File: src/aas_pkg.sv
// Shared types and constants for the adaptive access sampler.
// Used by the table, the divider and the top level; no dependencies.
package aas_pkg;

	localparam int TABLE_ENTRIES = 1024;
	localparam int ADDRESS_BITS = 48;
	localparam int IDX_W = $clog2(TABLE_ENTRIES);
	localparam int TAG_W = ADDRESS_BITS - IDX_W;

	localparam int CNT_W = 32;
	localparam int RATE_W = 10;
	localparam int BUDGET_W = 16;
	localparam int CFG_IDX_W = 3;
	localparam int CFG_DATA_W = 16;

	// width of count * rate; the divider datapath uses the same width, over a 10-bit divisor
	localparam int DIVD_W = CNT_W + RATE_W;
	localparam int DIVS_W = RATE_W;

	localparam logic [DIVS_W-1:0] PER_MILLE = DIVS_W'(1000);

	// x / 1000 = ((x >> 3) * ceil(2^46 / 125)) >> 46, exact for the 39-bit shifted product;
	// the reciprocal is applied in two 20-bit halves
	localparam int PM_SHIFT = 3;
	localparam int PM_Y_W = DIVD_W - PM_SHIFT;
	localparam int PM_HALF_W = 20;
	localparam int PM_RECIP_SHIFT = 46;
	localparam int PM_ACC_W = PM_Y_W + PM_HALF_W;
	localparam int PM_QUO_W = PM_ACC_W - (PM_RECIP_SHIFT - PM_HALF_W);
	localparam logic [PM_HALF_W-1:0] PM_RECIP_LO = PM_HALF_W'(956302);
	localparam logic [PM_HALF_W-1:0] PM_RECIP_HI = PM_HALF_W'(536870);

	typedef enum logic [CFG_IDX_W-1:0] {
		CFG_ADAPTIVE_MODE = 3'd0,
		CFG_RATE_DIVISOR = 3'd1,
		CFG_INITIAL_RATE = 3'd2,
		CFG_INITIAL_SAMPLE = 3'd3,
		CFG_INITIAL_SKIP = 3'd4
	} cfg_idx_t;

	typedef struct packed {
		logic valid;
		logic [TAG_W-1:0] tag;
		logic [CNT_W-1:0] count;
		logic [CNT_W-1:0] sample;
		logic [CNT_W-1:0] skip;
		logic [RATE_W-1:0] rate;
	} entry_t;

	typedef struct packed {
		logic en;
		logic [IDX_W-1:0] idx;
		entry_t entry;
	} tbl_wr_t;

	typedef struct packed {
		logic start;
		logic [DIVD_W-1:0] dividend;
		logic [DIVS_W-1:0] divisor;
	} div_req_t;

	typedef struct packed {
		logic done;
		logic [DIVD_W-1:0] quotient;
	} div_rsp_t;

endpackage

File: src/aas_div.sv
// Restoring divider, one quotient bit per cycle while busy, until all DIVD_W quotient bits are in.
// Decays the rate by the configured divisor. Depends on aas_pkg.
module aas_div
	import aas_pkg::*;
(
	input logic clk,
	input logic arst_n,
	input div_req_t req,
	output div_rsp_t rsp
);

	localparam int STEP_W = $clog2(DIVD_W + 1);
	localparam logic [STEP_W-1:0] LAST_STEP = STEP_W'(DIVD_W - 1);

	logic busy_q;
	logic done_q;
	logic [STEP_W-1:0] step_q;
	logic [DIVS_W-1:0] rem_q;
	logic [DIVD_W-1:0] quo_q;
	logic [DIVS_W-1:0] dvs_q;
	logic [DIVS_W:0] trial;
	logic fits;

	assign trial = {rem_q, quo_q[DIVD_W-1]};
	assign fits = trial >= {1'b0, dvs_q};

	always_ff @(posedge clk or negedge arst_n) begin
		if (!arst_n) begin
			busy_q <= 1'b0;
			done_q <= 1'b0;
			step_q <= '0;
		end else begin
			done_q <= 1'b0;
			if (req.start) begin
				busy_q <= 1'b1;
				step_q <= '0;
			end else if (busy_q) begin
				step_q <= step_q + 1'b1;
				if (step_q == LAST_STEP) begin
					busy_q <= 1'b0;
					done_q <= 1'b1;
				end
			end
		end
	end

	always_ff @(posedge clk) begin
		if (req.start) begin
			rem_q <= '0;
			quo_q <= req.dividend;
			dvs_q <= req.divisor;
		end else if (busy_q) begin
			// shift in the next dividend bit, subtract when the divisor fits
			if (fits) begin
				rem_q <= DIVS_W'(trial - {1'b0, dvs_q});
			end else begin
				rem_q <= trial[DIVS_W-1:0];
			end
			quo_q <= {quo_q[DIVD_W-2:0], fits};
		end
	end

	assign rsp.done = done_q;
	assign rsp.quotient = quo_q;

endmodule

File: config.mk
export PLATFORM = sky130hd
export DESIGN_NAME = aas_div
export DESIGN_NICKNAME = d
export VERILOG_FILES = /design/src/aas_pkg.sv /design/src/aas_div.sv
export SDC_FILE = /design/constraint.sdc
export NUM_CORES = 1
export LEC_CHECK = 0
export BUFFER_PORTS_ARGS = -buffer_cell sky130_fd_sc_hd__buf_2
export CORE_MARGIN = 3
export CORE_UTILIZATION = 56
export DETAILED_ROUTE_END_ITERATION = 8
export PLACE_DENSITY_LB_ADDON = 0.12
export SYNTH_ARGS = -nofsm -noshare
export SYNTH_HDL_FRONTEND = slang
export SYNTH_SLANG_ARGS = --single-unit
File: constraint.sdc
create_clock -name clk -period 4.87 [get_ports clk]
set_input_delay 0.974 -clock clk [delete_from_list [all_inputs] [get_ports clk]]
set_output_delay 0.974 -clock clk [all_outputs]
set_load 0.02 [all_outputs]
Word level (Yosys, flattened, before mapping)
Index checks and enable logic that the tools add are counted.
Operators by class
  div/mod/pow operators: 0
  eq/ne operators: 1
  reductions and logical operators: 1
  $add $sub $neg: 2
  bitwise gates (word level): 0
  multipliers: 0
  mux-type cells: 11
  $lt $le $gt $ge: 1
  shifts and indexed selects: 0
Operator list (count)
  $mux 42: 2
  $mux 6: 2
  $ge 11x10->1: 1
  $mux 10: 1
  $sub 10x10->10: 1
  $add 6x1->6 const B: 1
  $eq 6x6->1 const B: 1
  $mux 1: 6
  $reduce_bool 2->1: 1
Storage, ports and cells
  output and inout port bits: 43
  bits in registers: 70
  bits in writable memories: 0
  bits in latches: 0
  memories: 0
  bits of input ports: 55
  memory bits (read-only): 0
  word-level logic and storage cells: 22

Longest topological paths before layout
  depth in word-level cells: 4
  mapped depth: 10

Worst setup path before layout
Ideal clock, no wire load.
  path type: input -> register
  start: input port req[52] (netlist bit)
  end: register quo_q[0], enable pin
  buffers on the path: 2
  slack: 2.075 ns
  arrival time: 2.398 ns
  cell stages on the path: 4
  cell sequence: clkbuf_1 > clkbuf_1 > nor2_1 > inv_1
On the way
  cells in the longest elaborated chain, start to end: 1
RTL lines
  start: declaration: line aas_div.sv:8  | input div_req_t req,
  $reduce_bool 2->1 (no source line)
  end signal: assignment: line aas_div.sv:50  | quo_q <= req.dividend;
  end signal: assignment: line aas_div.sv:59  | quo_q <= {quo_q[DIVD_W-2:0], fits};
  end: declaration: line aas_div.sv:19  | logic [DIVD_W-1:0] quo_q;
Every way passes these cells.
A chain may end at the register's enable or synchronous reset.

Final worst setup path
  start: register quo_q[41]
  end: register rem_q[8]
On the way
  cells in the longest elaborated chain, start to end: 2
RTL lines
  $sub 10x10->10 or $ge 11x10->1 (tied branches): line aas_div.sv:55, aas_div.sv:25
  $mux 10 *: line aas_div.sv:54  | if (fits) begin
  end signal: assignment: line aas_div.sv:55  | rem_q <= DIVS_W'(trial - {1'b0, dvs_q});
  end signal: assignment: line aas_div.sv:57  | rem_q <= trial[DIVS_W-1:0];
  end: declaration: line aas_div.sv:18  | logic [DIVS_W-1:0] rem_q;
Every way passes the cells marked *; elsewhere a longest branch is shown, timed or not.

==> key figures <==
Timing
  – Final Hold Fails: 0
  – Worst Hold Slack: 0.455 ns
  – RSZ-0062 raised after global routing: false
  – Total Neg Setup Slack: 0 ns
  – Normalized max-slew margin: 39.6%
  – Worst slew pin tran: 0.907 ns
  – Final Skew: 0.00670 ns
  – Max Freq: 418 MHz
  – Final setup viols: 0
  – Final period util: 49.1%
  – Final number of max-transition violations: 0
  – Period minus WS final: 2.39 ns

Clocking
  – Clock Latency Late Sink: 0.34 ns
  – Clk buf depth: 2
  – Number of gates resized after CTS: 0
  – CTS Sinks: 70
  – Post-CTS setup buffers: 0
  – Root Driver: clkbuf_8
  – Hold Buf Count CTS: 0
  – CTS buffer count: 9
  – Clock H-tree levels: 3
  – CTS tree: yes
  – Clock Pin Slew Worst Setup and Hold Paths: 0.07 ns

Layout
  – Share of cells above drive strength 1: 43.8%
  – Layout area overhead: 20.7%
  – Final #Nets: 424
  – Multi-input gate area: 1340 um^2
  – FF+latch area: 1960 um^2
  – Fillers: 421
  – # diodes: 0

GRT
  – Largest net degree at the start of global routing: 53
  – Initial antenna violation count: 0
  – Total grt overflow: 0
  – Vias in the first global route: 2423
  – First-pass GRT wire length: 11.2 mm
  – Gr usage total: 20.2%

Setup path
  – RR Startpoint: quo_q[41]
  – Critical R2R Capture: rem_q[8]
  – R2R cell count: 10
  – Worst path cell trace: inv_1 > ha_1 > inv_1 > fa_1 > a211oi_1 > nor2_1 > o221ai_1 > xnor2_1 > mux2i_1 > a211oi_1
  – Worst setup path startpoint: quo_q[41]
  – Crit. End Element: flip-flop
  – Bufs and invs on worst path: 2
  – CP max stage delay: 0.44 ns
  – Maximum fanout along the worst path: 3
  – WS Path Type: flip-flop to flip-flop
  – CP max stage cell: fa_1
  – WP data arrival: 2.65 ns
  – Critical Path RT: 5.13 ns
  – CP delay by family, top: compound AO/OA/AOI/OAI gates
  – Critical Path End: rem_q[8]
  – Reg2Reg Setup Slack: 2.48 ns
  – Crit path launch type: flip-flop
  – Crit path depth: 10

Yosys
  – Ys flop type: edfxtp_1
  – Most numerous cell in the Yosys netlist: edfxtp_1
  – Number of flops mapped to enable cells by yosys: 52
  – Count of state elements after synthesis: 70
  – Top cells by area, synth: edfxtp_1 (46%), mux2_2 (14%), dfrtp_1 (5.9%), dfxtp_1 (5.9%), ha_1 (4.4%)
  – Post-synth cell types: 38
  – Avg Cell Area, Syn: 13.2 um^2
  – Synth top area share: 45.7%
  – Netlist Area Pre-Place: 3420 um^2
  – Post-synth ARST share: 11.4%
  – Post-Synthesis Cells: 258
  – Syn_nets: 326
  – Synth Warn #: 0
  – Post-synth top area cell: edfxtp_1
  – Register area share after synthesis: 57.4%
  – Commonest cells in the synthesized netlist: edfxtp_1 (52), mux2_2 (43), nor2_1 (22)

Power
  – Pwr per Cell Area: 339 nW/um^2
  – Leak pwr: 1.79 nW
  – Peak supply drop: 0.000251 V

Die
  – Die width: 84.1 um
  – Starting Density: 59.9%
  – Floorplan row count: 27
  – Die H: 84.1 um
  – Full die area: 7080 um^2
  – I/O Pins: 98
  – Core area: 5710 um^2

Routing
  – First-pass DRT Iterations: 4
  – Final WL: 6.85 mm
  – Initial DRC count: 108
  – Routed len/inst: 15.8 um
  – Antenna Violating Nets Remaining: 0
  – Vias: 2351
  – DRC: 0
  – Vias per cell: 5.43

Placement
  – IO Port Bufs: 97
  – DP Wirelength: 4.86 mm
  – Gpl congestion: 0.817

Status
  – Status: finished clean

Flow run
  – # Max-Cap Violations: 0

Hold path
  – Hold crit path type: input port to asynchronous set/reset pin
[area by class of cell]
type                    count  share of cell area, %
clock buffers              11                   3.18
clock inverters             5                   1.21
inverters                  13                   1.18
multi-input cells         163                   32.5
flip-flops and latches     70                   47.6
well taps                  72                   2.18
repair buffers             99                   12.1
[flip-flops by register name, indices dropped and copies added (netlist names)]
name	cells
quo_q	42
dvs_q	10
rem_q	10
step_q	6
busy_q	1
done_q	1
[layout by cell type, fill, tap and decap left out, drive strengths merged, types with 2 or more instances in the layout]
cell / n
buf: 99
edfxtp: 52
mux2: 43
nor2: 22
inv: 13
ha: 12
clkbuf: 11
a211oi: 10
dfxtp: 10
a21oi: 9
mux2i: 9
dfrtp: 8
nand2b: 7
nand2: 7
nor3: 5
xor2: 5
xnor2: 5
o21ai: 4
nand3: 3
clkinv: 3
and2: 2
nand4: 2
or3: 2
o211ai: 2
a21o: 2
[logic make-up (layout without fill, tap and decap cells)]
family | Yosys count | after routing | synth area share [%]
flip-flops | 70 | 70 | 57.4
AND/OR/NAND/NOR | 54 | 54 | 7.69
multiplexers | 52 | 52 | 16.8
AO/OA/AOI/OAI | 34 | 34 | 7.25
buffers and inverters | 25 | 128 | 3.33
adder cells (fa/ha/maj) | 13 | 13 | 4.98
XOR/XNOR | 10 | 10 | 2.56
[worst min path at each step]
stage                     slack [ns]        end      from
final                           0.45  step_q[3]    arst_n
after global routing            0.45  step_q[3]    arst_n
after CTS                       0.44  step_q[3]    arst_n
after detailed placement        0.51   rem_q[1]  rem_q[1]
after global placement          0.48   rem_q[2]  rem_q[2]
after floorplan                 0.46   rem_q[2]  rem_q[2]
[power breakdown]
part           internal [mW]  switching, mW  total, mW
clock                  0.233          0.212      0.445
combinational          0.104          0.126      0.230
sequential             0.696         0.0264      0.723
total                   1.03          0.364       1.40
[metal layers]
layer / global-route usage (%) / wire (um) / vias up / part of all wire (%)
met4: 9.80 / 178 / 0 / 2.6
li1: - / - / 1142 / -
met2: 32.9 / 3350 / 75 / 49
met3: 6.87 / 494 / 16 / 7.2
met5: 0 / 0 / - / 0
met1: 24.1 / 2830 / 1118 / 41
[per-stage QoR]
stage	power [mW]	cell area [um^2]	setup slack [ns]	utilization (%)	instances
floorplan	0.885	3420	2.08	-	258
global placement	0.959	3940	2.27	69.1	417
detailed placement	0.966	3940	2.24	69.1	417
CTS	1.41	4130	2.45	72.3	433
global route	1.46	4130	2.29	72.3	433
finish	1.40	4130	2.48	72.3	433
No activity file was read; power rests on OpenSTA's default activity.
